$ cat config.mk
export PLATFORM = sky130hd
export DESIGN_NAME = rar_fifo
export DESIGN_NICKNAME = d
export VERILOG_FILES = /design/src/rtl/rar_pkg.sv /design/src/rtl/rar_fifo.sv
export SDC_FILE = /design/constraint.sdc
export NUM_CORES = 1
export LEC_CHECK = 0
export BUFFER_PORTS_ARGS = -buffer_cell sky130_fd_sc_hd__buf_2
export CORE_MARGIN = 2
export CORE_UTILIZATION = 49
export CTS_BUF_LIST = sky130_fd_sc_hd__clkbuf_4
export DETAILED_ROUTE_END_ITERATION = 8
export HOLD_SLACK_MARGIN = 0.12
export MAX_ROUTING_LAYER = met4
export PLACE_DENSITY = 0.77
export SLEW_MARGIN = 5
export SYNTH_ARGS = -nofsm -noshare
export SYNTH_HDL_FRONTEND = slang
export SYNTH_SLANG_ARGS = --single-unit
$ cat constraint.sdc
create_clock -name clk -period 7 [get_ports clk]
set_clock_uncertainty 0.1 [all_clocks]
set_input_delay 0.7 -clock clk [delete_from_list [all_inputs] [get_ports clk]]
set_output_delay 0.7 -clock clk [all_outputs]
set_load 0.005 [all_outputs]
$ cat src/rtl/rar_pkg.sv
//------------------------------------------------------------------------------
// Rational arithmetic package
// Shared types and codes for the rational arithmetic reduction block.
//------------------------------------------------------------------------------
`default_nettype none
package rar_pkg;

  typedef enum logic [1:0] {
    ACT_ADD = 2'd0,
    ACT_SUB = 2'd1,
    ACT_MUL = 2'd2,
    ACT_DIV = 2'd3
  } action_t;

  typedef enum logic [1:0] {
    ST_OK    = 2'd0,
    ST_ZERO  = 2'd1,
    ST_RANGE = 2'd2
  } status_t;

  // classified work item between front and back
  typedef struct packed {
    logic        err;      // zero denominator or divisor
    logic        neg;      // result sign
    logic [62:0] mn;       // numerator magnitude
    logic [62:0] md;       // denominator magnitude
  } job_t;

  typedef struct packed {
    logic [31:0] res_num;
    logic [30:0] res_den;
    status_t     status;
  } res_t;

  typedef enum logic [2:0] {
    FS_IDLE,
    FS_MUL,
    FS_SUM,
    FS_PUSH
  } fstate_t;

  typedef enum logic [2:0] {
    BS_IDLE,
    BS_GCD,
    BS_DIV,
    BS_OUT
  } bstate_t;

endpackage
`default_nettype wire

$ cat src/rtl/rar_fifo.sv
//------------------------------------------------------------------------------
// Rational arithmetic job queue
// Two-entry queue between front end and reduction engine.
//------------------------------------------------------------------------------
`default_nettype none
module rar_fifo (
  input  wire logic      clk,
  input  wire logic      rst,
  input  wire logic      wr_valid,
  output logic           wr_ready,
  input  rar_pkg::job_t  wr_data,
  output logic           rd_valid,
  input  wire logic      rd_ready,
  output rar_pkg::job_t  rd_data
);

  rar_pkg::job_t mem [2];
  logic       wp, rp;
  logic [1:0] cnt;
  logic       wr, rd;

  assign wr_ready = (cnt != 2'd2);
  assign rd_valid = (cnt != 2'd0);
  assign wr = wr_valid && wr_ready;
  assign rd = rd_valid && rd_ready;
  assign rd_data = mem[rp];

  always_ff @(posedge clk) begin
    if (rst) begin
      wp  <= 1'b0;
      rp  <= 1'b0;
      cnt <= 2'd0;
    end else begin
      if (wr) wp <= ~wp;
      if (rd) rp <= ~rp;
      cnt <= cnt + {1'b0, wr} - {1'b0, rd};
    end
    if (wr) mem[wp] <= wr_data;
  end

endmodule
`default_nettype wire

* After elaboration in Yosys (flattened, before gate mapping)
Memories as Yosys holds them, arrays and structs flattened. A register that Yosys moved wholly into a read port is not among the register bits. Index checks and enable logic that the tools add are counted.
Word-level totals: bits in registers 4, RAM bits 256, input port bits 132, logic and storage cells 16, memories 1
Memories:
- mem | words 2, width 128, rd ports 1, clocked after Yosys merged registers in 1, wr ports 1, line rar_fifo.sv:17 | rar_pkg::job_t mem [2];
Cells by class: add/sub/neg operators 2, eq/ne operators 1, multiplexer cells 4, bitwise gates (word level) 2, reductions and logical operators 3
Operators with widths (number):
- 1-bit two-way mux | 4
- 2-bit by 1-bit adder with 2-bit output | 1
- 1-bit logical AND | 2
- 2-bit inequality test, second input constant | 1
- 1-bit NOT | 2
- 2-bit nonzero test | 1
- 2-bit by 1-bit subtractor with 2-bit output | 1

* Longest topological paths before layout
depth after elaboration 4, depth in mapped cells 8, depth with buffers taken out 8

* Least setup slack after synthesis
No wires, ideal clock.
kind input-to-reg, start point input port wr_valid, end point memory mem[0][0] in the netlist's numbering (enable), setup time 0.616 ns, arrival 6.102 ns, slack 0.182 ns, stages on the path 2, buffers on the path 0, cell sequence nand2_1 nor2_1
Between the ends: word-level cells in the longest chain between the ends 3
Ends and longest elaborated chain:
- start, declared | line rar_fifo.sv:9 | input wire logic wr_valid,
- 1-bit logical AND | line rar_fifo.sv:24 | assign wr = wr_valid && wr_ready;
- 1-bit two-way mux | line rar_fifo.sv:38 | if (wr) mem[wp] <= wr_data;
- 1-bit two-way mux (not written as such) | line rar_fifo.sv:38
- end, declared | line rar_fifo.sv:17
Every way passes these cells.

==> impl_metrics.yaml <==
sta:
  whs_ns: 0.188
  drv_slew: 0
  worstMarginPinSlew_ns: 0.917
  clock.fmax_ghz: 0.265
  maxSlewHeadroom: 0.388
  final-setup-viol-count: 0
  period_needed_ns: 3.77
  setup_ws_ns: 3.23
  finalSetupTns_ns: 0
  final.period_utilization: 0.539
  hold_viol_final: 0
  grt_setup_unrepaired: "no"
logic_synthesis:
  synth_top_cell_area_share: 0.806
  synth_area_leader_cell: "edfxtp_1"
  ys_top_cells_by_area: "edfxtp_1 (81%), mux2_2 (15%), clkbuf_8 (1.2%)"
  ys_seq_elements: 261
  netlist_instances: 422
  synth_cell_type_count: 16
  async_reset_ff_frac: 0
  syn-num-nets: 556
  synth-edff-count: 256
  synth_common_cells: "edfxtp_1 (256), mux2_2 (129), clkbuf_8 (8)"
  synth_warnings: 0
  seq_area_frac_synth: 0.817
  syn_area_um2: 9540
  syn-mean-instance-area_um2: 22.6
  ys.flop_type: "edfxtp_1"
  synth.most_common_cell: "edfxtp_1"
global_route:
  grt_pass1_wl_mm: 29.9
  busiest_layer: "met2"
  grtUsageTotal: 0.197
  grtUsageMet2: 0.346
  grt_start_max_net_pins: 70
  use_met3: 0.0680
  grt.overflow.total: 0
  antenna_found_initial: 0
  use_met1: 0.202
  grt_pass1_vias: 6075
final_layout:
  final_cell_area_um2: 12800
  final_layout_size_suffix_gt1_frac: 0.559
  multiInputGateArea_um2: 1580
  area_growth_syn_to_layout_pct: 34.7
  fillers: 1302
  final_nets: 977
  antennaDiodeCount: 0
  seqCellArea_um2: 7790
die:
  die_x_um: 144
  fp.coreArea_um2: 19300
  fp.dieArea_um2: 20600
  die_h_um: 144
  rows: 51
  ioPinCount: 262
  start_util: 0.495
setup_path:
  cp-end-kind: "output pin"
  worst-endpoint-arrival_ns: 2.97
  crit_family: "buffers and inverters"
  cp.required_ns: 6.20
  cpPeakStageDelay_ns: 0.85
  cp_max_fo: 69
  criticalPathCategory: "reg2out"
  cp_slowest_cell: "dfxtp_4"
  crit_path_cell_trace: "buf_4 -> mux2_2 -> buf_2"
  cp_num_buf_inv: 2
  cp-start-kind: "register"
route:
  wl_per_cell_um: 17.6
  wl_mm: 20.2
  drt_iter0_markers: 201
  vias_per_cell: 4.82
  via_count: 5546
  drc: 0
  ant_nets: 0
  drt_first_pass_iters: 5
place:
  dp_slack_ns: 3.85
  gp_congestion: 0.793
  io_buffers: 261
  dpl-instance-area_um2: 11000
  place_hpwl_mm: 11.7
pwr:
  p_total_uw: 4140
  cellPowerDensity_nw_per_um2: 323
  leakage_uw: 0.00491
  vdd_drop_max_mv: 0.233
clock_tree:
  cts_tree: "yes"
  numCtsBuffers: 67
  max-clock-path-buffers: 3
  cts.htree.levels: 3
  cts.repair.resized: 0
  clock_sinks: 261
  clkTransAtPathRegs_ns: 0.06
  clock-root-buffer: "clkbuf_4"
  clk_latency_ns: 0.61
  cts_setup_buffers: 0
  holdBufCountCts: 91
flow_run:
  drv_cap: 0
status:
  status: "completed"
min_path:
  hold_path_class: "in2reg"
-- per-layer routing --
layer	part of all wire	vias up
met4	0.015	0
met1	0.37	2717
met2	0.54	241
met5	0	-
li1	-	2556
met3	0.075	32
-- layout by cell type (no fill, tap or decap), drive strengths merged, types with 5 or more instances in the layout --
cell and instances:
buf 265, clkbuf 90, clkinv 20, dfxtp 5
dlygate4sd3 101, edfxtp 256, mux2 129, nor2 5
-- worst paths after layout --
path / start / end / slack (ns) / cells after the start
worst max-delay path: register / rd_data[100] / 3.23 / 3
worst min register to register: rp / rp / 0.48 / 2
worst max register to register: cnt[0] / mem[1][109] / 4.28 / 3
worst min-delay path: wr_data[85] / mem[0][85] / 0.19 / 1
-- state kept, by name, summed over array words and instances (netlist names), named ones only --
signal and count:
rp 1, mem 256, cnt 2, wp 1
-- cell families after synthesis --
group | Yosys count | synth area share
flip-flops | 261 | 0.817
multiplexers | 129 | 0.152
buffers and inverters | 15 | 0.0190
AND/OR/NAND/NOR | 11 | 0.00590
XOR/XNOR | 3 | 0.00276
adder cells (fa/ha/maj) | 2 | 0.00262
AO/OA/AOI/OAI | 1 | 0.000787
-- through the flow --
stage / instances / util
after floorplan: 422 / -
after global placement: 938 / 0.573
after detailed placement: 938 / 0.573
after CTS: 1140 / 0.661
after global routing: 1150 / 0.666
final: 1150 / 0.666
-- power breakdown --
group          internal [µW]  switching [µW]  leakage (µW)
Sequential              1970            92.5       0.00243
Clock                    633             570      0.000471
Combinational            467             416       0.00200
Total                   3070            1080       0.00491
-- layout make-up --
class	instances	area share
Clock inverter	21	0.00867
Tap cell	265	0.0258
Inverter	1	0.000292
Multi-Input combinational cell	146	0.123
Timing Repair Buffer	366	0.183
Clock buffer	90	0.0526
Sequential cell	261	0.607
(Power assumes the default switching activity.)
