$ cat src/rtl/rar_pkg.sv
//------------------------------------------------------------------------------
// Rational arithmetic package
// Shared types and codes for the rational arithmetic reduction block.
//------------------------------------------------------------------------------
`default_nettype none
package rar_pkg;

  typedef enum logic [1:0] {
    ACT_ADD = 2'd0,
    ACT_SUB = 2'd1,
    ACT_MUL = 2'd2,
    ACT_DIV = 2'd3
  } action_t;

  typedef enum logic [1:0] {
    ST_OK    = 2'd0,
    ST_ZERO  = 2'd1,
    ST_RANGE = 2'd2
  } status_t;

  // classified work item between front and back
  typedef struct packed {
    logic        err;      // zero denominator or divisor
    logic        neg;      // result sign
    logic [62:0] mn;       // numerator magnitude
    logic [62:0] md;       // denominator magnitude
  } job_t;

  typedef struct packed {
    logic [31:0] res_num;
    logic [30:0] res_den;
    status_t     status;
  } res_t;

  typedef enum logic [2:0] {
    FS_IDLE,
    FS_MUL,
    FS_SUM,
    FS_PUSH
  } fstate_t;

  typedef enum logic [2:0] {
    BS_IDLE,
    BS_GCD,
    BS_DIV,
    BS_OUT
  } bstate_t;

endpackage
`default_nettype wire

$ cat src/rtl/rar_back.sv
//------------------------------------------------------------------------------
// Rational arithmetic back end
// Takes jobs from the queue and runs them through the reduction engine.
//------------------------------------------------------------------------------
`default_nettype none
module rar_back (
  input  wire logic      clk,
  input  wire logic      rst,
  input  wire logic      job_valid,
  output logic           job_ready,
  input  rar_pkg::job_t  job,
  output logic           out_valid,
  input  wire logic      out_ready,
  output rar_pkg::res_t  res
);

  rar_redux u_redux (
    .clk, .rst,
    .job_valid, .job_ready, .job,
    .out_valid, .out_ready, .res
  );

endmodule
`default_nettype wire

$ cat src/rtl/rar_redux.sv
//------------------------------------------------------------------------------
// Rational arithmetic reduction engine
// Binary GCD, divisions by the GCD, range check and output register.
//------------------------------------------------------------------------------
`default_nettype none
module rar_redux (
  input  wire logic      clk,
  input  wire logic      rst,
  input  wire logic      job_valid,
  output logic           job_ready,
  input  rar_pkg::job_t  job,
  output logic           out_valid,
  input  wire logic      out_ready,
  output rar_pkg::res_t  res
);

  rar_pkg::bstate_t state, state_next;
  logic [62:0] u, v, g, qn, qd, rn, rd, mn, md;
  logic [5:0]  k, bit_i;
  logic        neg;
  logic [63:0] rn_sh, rd_sh;
  rar_pkg::res_t fin;

  always_ff @(posedge clk) begin
    if (rst) begin
      state <= rar_pkg::BS_IDLE;
    end else begin
      state <= state_next;
    end
  end

  always_comb begin
    state_next = state;
    job_ready  = 1'b0;
    out_valid  = 1'b0;
    unique case (state)
      rar_pkg::BS_IDLE: begin
        job_ready = 1'b1;
        if (job_valid) begin
          if (job.err || job.mn == '0) state_next = rar_pkg::BS_OUT;
          else                         state_next = rar_pkg::BS_GCD;
        end
      end
      rar_pkg::BS_GCD: if (u == v) state_next = rar_pkg::BS_DIV;
      rar_pkg::BS_DIV: if (bit_i == 6'd0) state_next = rar_pkg::BS_OUT;
      rar_pkg::BS_OUT: begin
        out_valid = 1'b1;
        if (out_ready) state_next = rar_pkg::BS_IDLE;
      end
      default: state_next = rar_pkg::BS_IDLE;
    endcase
  end

  assign rn_sh = {rn, mn[bit_i]};
  assign rd_sh = {rd, md[bit_i]};

  // range check on the finished quotients
  always_comb begin
    logic [62:0] fqn, fqd;
    fqn = {qn[61:0], (rn_sh >= {1'b0, g})};
    fqd = {qd[61:0], (rd_sh >= {1'b0, g})};
    fin.res_num = '0;
    fin.res_den = '0;
    fin.status  = rar_pkg::ST_OK;
    if (fqd > 63'h7FFF_FFFF ||
        (neg && fqn > 63'h8000_0000) ||
        (!neg && fqn > 63'h7FFF_FFFF)) begin
      fin.status = rar_pkg::ST_RANGE;
    end else begin
      fin.res_num = neg ? 32'(~fqn[31:0] + 32'd1) : fqn[31:0];
      fin.res_den = fqd[30:0];
    end
  end

  always_ff @(posedge clk) begin
    unique case (state)
      rar_pkg::BS_IDLE: if (job_valid) begin
        mn  <= job.mn;
        md  <= job.md;
        neg <= job.neg;
        u   <= job.mn;
        v   <= job.md;
        k   <= '0;
        res.res_num <= '0;
        res.res_den <= job.err ? 31'd0 : 31'd1;
        res.status  <= job.err ? rar_pkg::ST_ZERO : rar_pkg::ST_OK;
      end
      // one binary GCD step a cycle
      rar_pkg::BS_GCD: begin
        if (u == v) begin
          g     <= u << k;
          bit_i <= 6'd62;
          rn    <= '0;
          rd    <= '0;
          qn    <= '0;
          qd    <= '0;
        end else if (!u[0] && !v[0]) begin
          u <= u >> 1;
          v <= v >> 1;
          k <= k + 6'd1;
        end else if (!u[0]) begin
          u <= u >> 1;
        end else if (!v[0]) begin
          v <= v >> 1;
        end else if (u > v) begin
          u <= (u - v) >> 1;
        end else begin
          v <= (v - u) >> 1;
        end
      end
      // one quotient bit of both divisions a cycle
      rar_pkg::BS_DIV: begin
        if (rn_sh >= {1'b0, g}) begin
          rn <= 63'(rn_sh - {1'b0, g});
          qn <= {qn[61:0], 1'b1};
        end else begin
          rn <= rn_sh[62:0];
          qn <= {qn[61:0], 1'b0};
        end
        if (rd_sh >= {1'b0, g}) begin
          rd <= 63'(rd_sh - {1'b0, g});
          qd <= {qd[61:0], 1'b1};
        end else begin
          rd <= rd_sh[62:0];
          qd <= {qd[61:0], 1'b0};
        end
        bit_i <= bit_i - 6'd1;
        if (bit_i == 6'd0) res <= fin;
      end
      default: ;
    endcase
  end

endmodule
`default_nettype wire

$ cat config.mk
export PLATFORM = sky130hd
export DESIGN_NAME = rar_back
export DESIGN_NICKNAME = d
export VERILOG_FILES = /design/src/rtl/rar_pkg.sv /design/src/rtl/rar_back.sv /design/src/rtl/rar_redux.sv
export SDC_FILE = /design/constraint.sdc
export NUM_CORES = 2
export LEC_CHECK = 0
export ABC_AREA = 1
export BUFFER_PORTS_ARGS = -buffer_cell sky130_fd_sc_hd__buf_2
export CELL_PAD_IN_SITES_DETAIL_PLACEMENT = 0
export CELL_PAD_IN_SITES_GLOBAL_PLACEMENT = 1
export CORE_MARGIN = 2
export CORE_UTILIZATION = 30
export DETAILED_ROUTE_END_ITERATION = 16
export GPL_ROUTABILITY_DRIVEN = 0
export PLACE_DENSITY = 0.54
export SYNTH_ARGS = -nofsm -noshare
export SYNTH_HDL_FRONTEND = slang
export SYNTH_SLANG_ARGS = --single-unit
export TNS_END_PERCENT = 1
$ cat constraint.sdc
create_clock -name clk -period 51.1 [get_ports clk]
set_input_delay 2.555 -clock clk [delete_from_list [all_inputs] [get_ports clk]]
set_output_delay 2.555 -clock clk [all_outputs]
set_load 0.05 [all_outputs]
Word-level counts from Yosys, hierarchy flattened
Cells that the tools add are included.
- add/subtract/negate cells: 7
- multipliers: 0
- divide/modulo/power cells: 0
- $lt $le $gt $ge: 7
- equality and inequality tests: 14
- shift-type cells: 1
- mux-type cells: 49
- bitwise operators: 1
- reduce and logical (&&, ||, !) cells: 25
- operators by type and width (operator ; count):
    two-way mux 63 bit ; 16
    one-hot mux 63 bit (2 select lines) ; 4
    subtractor 63 bit ; 4
    one-hot mux 62 bit (2 select lines) ; 2
    two-way mux 65 bit ; 2
    one-hot mux 65 bit (2 select lines) ; 1
    >= comparator 64 x 63 -> 1 bit ; 2
    greater-than comparator 63 x 31 -> 1 bit (second input constant) ; 2
    equality test 63 bit ; 1
    greater-than comparator 63 x 32 -> 1 bit (second input constant) ; 1
    greater-than comparator 63 bit ; 1
    logical NOT 63 bit ; 1
    << shifter 63 x 6 -> 63 bit ; 1
    adder 32 x 1 -> 32 bit (second input constant) ; 1
    two-way mux 32 bit ; 1
    inverter 32 bit ; 1
    two-way mux 6 bit ; 4
    one-hot mux 6 bit (2 select lines) ; 2
    binary-select mux 1 bit (select 6 bit) ; 2
    two-way mux 3 bit ; 4
    != test 4 bit (second input constant) ; 3
    one-hot mux 3 bit (4 select lines) ; 1
    AND reduction 4 bit ; 3
    AND reduction 5 bit ; 2
    other kinds (18) ; 42
- register bits after elaboration: 646
- bits in latches: 0
- memory bits (writable): 0
- ROM bits: 0
- output and inout port bits: 67
- word-level logic and storage cells: 122
- memories kept: 0

Longest topological paths before layout
- word-level depth: 10
- gate-level depth with buffers: 41
- depth with buffers taken out: 36

Least setup slack after synthesis
Ideal clock, no wire load.
- path kind: register to register
- start point: reg u_redux.state[0]
- end point: reg u_redux.bit_i[0] (enable)
- library setup time: 1.228 ns
- arrival time: 19.026 ns
- slack: 30.847 ns
- cell stages (with the launch flop): 6
- path buffers: 1
- period minus slack after synthesis: 20.253 ns
- path through: dfxtp_1 -> inv_1 -> ha_1 -> clkbuf_1 -> clkinv_1 -> o21ai_0
- word-level cells in the longest chain between the ends: 3
- elaborated cells on any way between the ends: 5
- those cells by class: eq/ne: 3; reduce/logical: 2
- ends and longest elaborated chain (what ; RTL line ; RTL):
    from (decl) ; rar_redux.sv:17 ; rar_pkg::bstate_t state, state_next;
    from (signal assigned) ; rar_redux.sv:26 ; state <= rar_pkg::BS_IDLE;
    from (signal assigned) ; rar_redux.sv:28 ; state <= state_next;
    equality test 3 x 1 -> 1 bit / equality test 3 x 2 -> 1 bit (equally long branches) ; rar_redux.sv:76 ; unique case (state)
    != test 2 x 1 -> 1 bit (no line) / nonzero test 2 bit (equally long branches) ; -- ;
    AND reduction 2 bit (no line) (*) ; -- ;
    to (signal assigned) ; rar_redux.sv:127 ; bit_i <= bit_i - 6'd1;
    to (decl) ; rar_redux.sv:19 ; logic [5:0] k, bit_i;
Mark *: on every way between the ends. The rest lies on a longest branch, timed or not.
A chain may end at the register's enable or synchronous reset.

Worst setup path in the final report
- start point: reg u_redux.bit_i[0]
- end point: reg, netlist name u_redux.res[63]
- word-level cells in the longest chain between the ends: 10
- elaborated cells on any way between the ends: 19
- those cells by class: add/sub: 1; order compare: 5; mux: 8; bitwise: 1; reduce/logical: 4
- ends and longest elaborated chain (what ; RTL line ; RTL):
    binary-select mux 1 bit (select 6 bit) ; rar_redux.sv:54 ; assign rn_sh = {rn, mn[bit_i]};
    two-way mux 1 bit (implied by the code) ; rar_redux.sv:54 ;
    >= comparator 64 x 63 -> 1 bit ; rar_redux.sv:60 ; fqn = {qn[61:0], (rn_sh >= {1'b0, g})};
    greater-than comparator 63 x 32 -> 1 bit ; rar_redux.sv:66 ; (neg && fqn > 63'h8000_0000) ||
    logical AND 1 bit ; rar_redux.sv:66 ;
    logical OR 1 bit ; rar_redux.sv:65 ; if (fqd > 63'h7FFF_FFFF ||
    logical OR 1 bit ; rar_redux.sv:66 ;
    two-way mux 63 bit (*) ; rar_redux.sv:65 ;
    two-way mux 65 bit (*) ; rar_redux.sv:128 ; if (bit_i == 6'd0) res <= fin;
    one-hot mux 65 bit (2 select lines) (*) ; rar_redux.sv:76 ;
Mark *: on every way between the ends. The rest lies on a longest branch, timed or not. The select of a mux whose other input is x is not followed.

==> out/results.tsv <==
metric	value	unit
ios	199	
die_h	408	um
fillCellCount	17800	
status	completed	
cts.sinks	645	
synth_top_family_by_area	simple AND/OR/NAND/NOR gates	
grt_pass1_wl	311	mm
fin_util	33.7	%
postCtsHoldBufs	0	
route.met2.wl	106	mm
syn_area_per_cell	7.53	um2
synth_compound_area_share	18.1	%
period_needed	7.79	ns
synthSimpleGateAreaFrac	21.6	%
reg2reg_setup_slack	43.31	ns
min_path_type	reg -> reg	
cts-resized-gates	0	
synth-edff-count	643	
portBuffers	198	
yosysSeqAreaShare	39.6	%
final.setup.tns	0	ns
crit_top_cell	nand2_1	
core-area	0.162	mm2
firstDrtPassIters	8	
syn-cell-area	0.0489	mm2
fin_crit_sh	15.3	%
grt_antenna_before_repair	8	
path_max_fanout	55	
netlist_instances	6491	
register_area	0.0193	mm2
wl_met1	90.9	mm
wl_per_cell	24.7	um
critPathCaptureType	flop	
vias	45100	
max_stage_delay	0.72	ns
numCtsBuffers	83	
finalSetupViolCount	0	
synthArstFlopShare	0	%
tightest_slew	1.30	ns
clock_path_buffers	3	
cts-root-buf	clkbuf_16	
whs	0.522	ns
finalHoldViolations	0	
row_count	148	
dp_cells	8662	
ys_types	59	
synth_nets	6888	
power.leakage	23.0	nW
post-place-ws	43.16	ns
place_area	0.0519	mm2
htree_num_levels	3	
diodes	0	
ys_top_cells_by_area	edfxtp_1 39%, nand2_1 9.9%, a21oi_1 7.2%	
drt-vias-per-instance	5.11	
synth_area_leader_cell	edfxtp_1	
synthAdderAreaFrac	6.84	%
ys_ff_latch	645	
ir_drop	0.0526	mV
ant_nets	0	
grt_pass1_vias	45400	
wl_met3	8.37	mm
worst-setup-path-type	reg -> reg	
finalPower	4.04	mW
synth_mux_area_share	0.983	%
rsz0062_at_grt	no	
nNetsFinal	6969	
max-slew-margin-rel	12.4	%
drtIter0Drc	3461	
start_util	30.1	%
cts_tree	yes	
worst_skew_pair.late_latency	0.74	ns
die_w	408	um
ys_warn_count	0	
timing.fmax	128	MHz
grt_usage	25.4	%
synth_xor_area_share	3.94	%
clkTransAtPathRegs	0.06	ns
cpMaxStageDelayCell	inv_2	
maxSlewViolCount	0	
skew	0.0532	ns
post_cts_buffers	0	
synth_ff_type	edfxtp_1	
startpoint_type	flop	
synth.top_cell.area_share	39.5	%
powerDensity	74.0	mW/mm2
finalWirelength	217	mm
crit_arrival	8.26	ns
multi_input_area	0.0253	mm2
grt_max_degree	90	
overflow	0	
drc	0	
die_area	0.166	mm2
layout.cells.non_filler	8812	
area_delta_synth_final	11.8	%
worstPathRequired	51.57	ns
hpwl	176	mm
cap_violations	0	
drive_gt1_share	7.38	%
design_area	0.0547	mm2
worst_slack	43.31	ns
highest_layer	met4	
## critical path: cells and delay by family, from the launching register on
kind                     cells  cell delay, ns
adder cells (fa/ha/maj)      3            0.81
buffers and inverters        4            1.67
AND/OR/NAND/NOR             19            3.42
flip-flops                   1            0.37
AO/OA/AOI/OAI                4            1.10
XOR/XNOR                     1            0.16
## synthesized netlist by cell type (10+ instances only)
cell type,number
a21boi_0,12
a21o_1,40
a21oi_1,700
a21oi_2,34
a22oi_1,13
a31oi_1,53
buf_1,15
buf_2,41
buf_4,13
clkbuf_1,151
clkbuf_2,21
clkinv_1,10
edfxtp_1,643
ha_1,261
inv_1,839
inv_2,10
mux2i_1,48
nand2_1,1287
nand2_2,35
nand3_1,225
nand4_1,35
nor2_1,851
nor3_1,58
nor4_1,50
o211ai_1,38
o21a_1,16
o21ai_0,609
o21ai_1,14
o21bai_1,37
o221ai_1,21
xnor2_1,74
xor2_1,146
## layout by cell type (no fill, tap or decap), drive strengths merged, types with 146 or more instances in the layout
cell type / count
nand2: 1324
nor2: 865
inv: 859
ha: 261
edfxtp: 643
buf: 241
o21ai: 627
a21oi: 734
nand3: 226
xor2: 146
## final cells by class
type	count	area share (%)
clock buffers	108	4.04
clock inverters	42	0.957
inverters	861	5.94
multi-input cells	4740	46.3
flip-flops and latches	645	35.4
well taps	2175	4.98
repair buffers	241	2.43
## state kept, by name (all words and copies together), names as in the netlist, 62 cells and up
| signal | cells |
|---|---|
| u_redux.qn | 62 |
| u_redux.g | 63 |
| u_redux.res | 65 |
| u_redux.v | 63 |
| u_redux.mn | 63 |
| u_redux.qd | 62 |
| u_redux.md | 63 |
| u_redux.rd | 63 |
| u_redux.rn | 63 |
| u_redux.u | 63 |
## path summary, 6_finish.rpt
kind / start / endpoint / cells after the start
max: u_redux.bit_i[0]$_SDFFCE_PN0P_ / u_redux.res[63]$_SDFFCE_PP0P_ / 31
max reg2reg: u_redux.bit_i[0]$_SDFFCE_PN0P_ / u_redux.res[63]$_SDFFCE_PP0P_ / 31
min: u_redux.qd[3]$_SDFFCE_PN0P_ / u_redux.qd[4]$_SDFFCE_PN0P_ / 2
min reg2reg: u_redux.qd[3]$_SDFFCE_PN0P_ / u_redux.qd[4]$_SDFFCE_PN0P_ / 2
## power by group
part | internal (mW) | total, mW | switching, mW
clock | 0.340 | 0.601 | 0.261
sequential | 0.820 | 0.927 | 0.106
combinational | 0.625 | 2.52 | 1.89
## cell families after synthesis
group                      after synthesis
and+or+nand+nor                       2589
AOI/OAI and AO/OA                     1618
buffers and inverters                 1106
DFF                                    645
adders and majority gates              265
xor gates and xnor gates               220
muxes                                   48
## metal layers
metal  vias up  GRT usage, %
met2      1217          44.4
met5         -             0
met4         0          12.5
met3       406          2.56
met1     21500          31.1
li1      21900             -
Note: power is estimated with default switching activity, not from simulation.
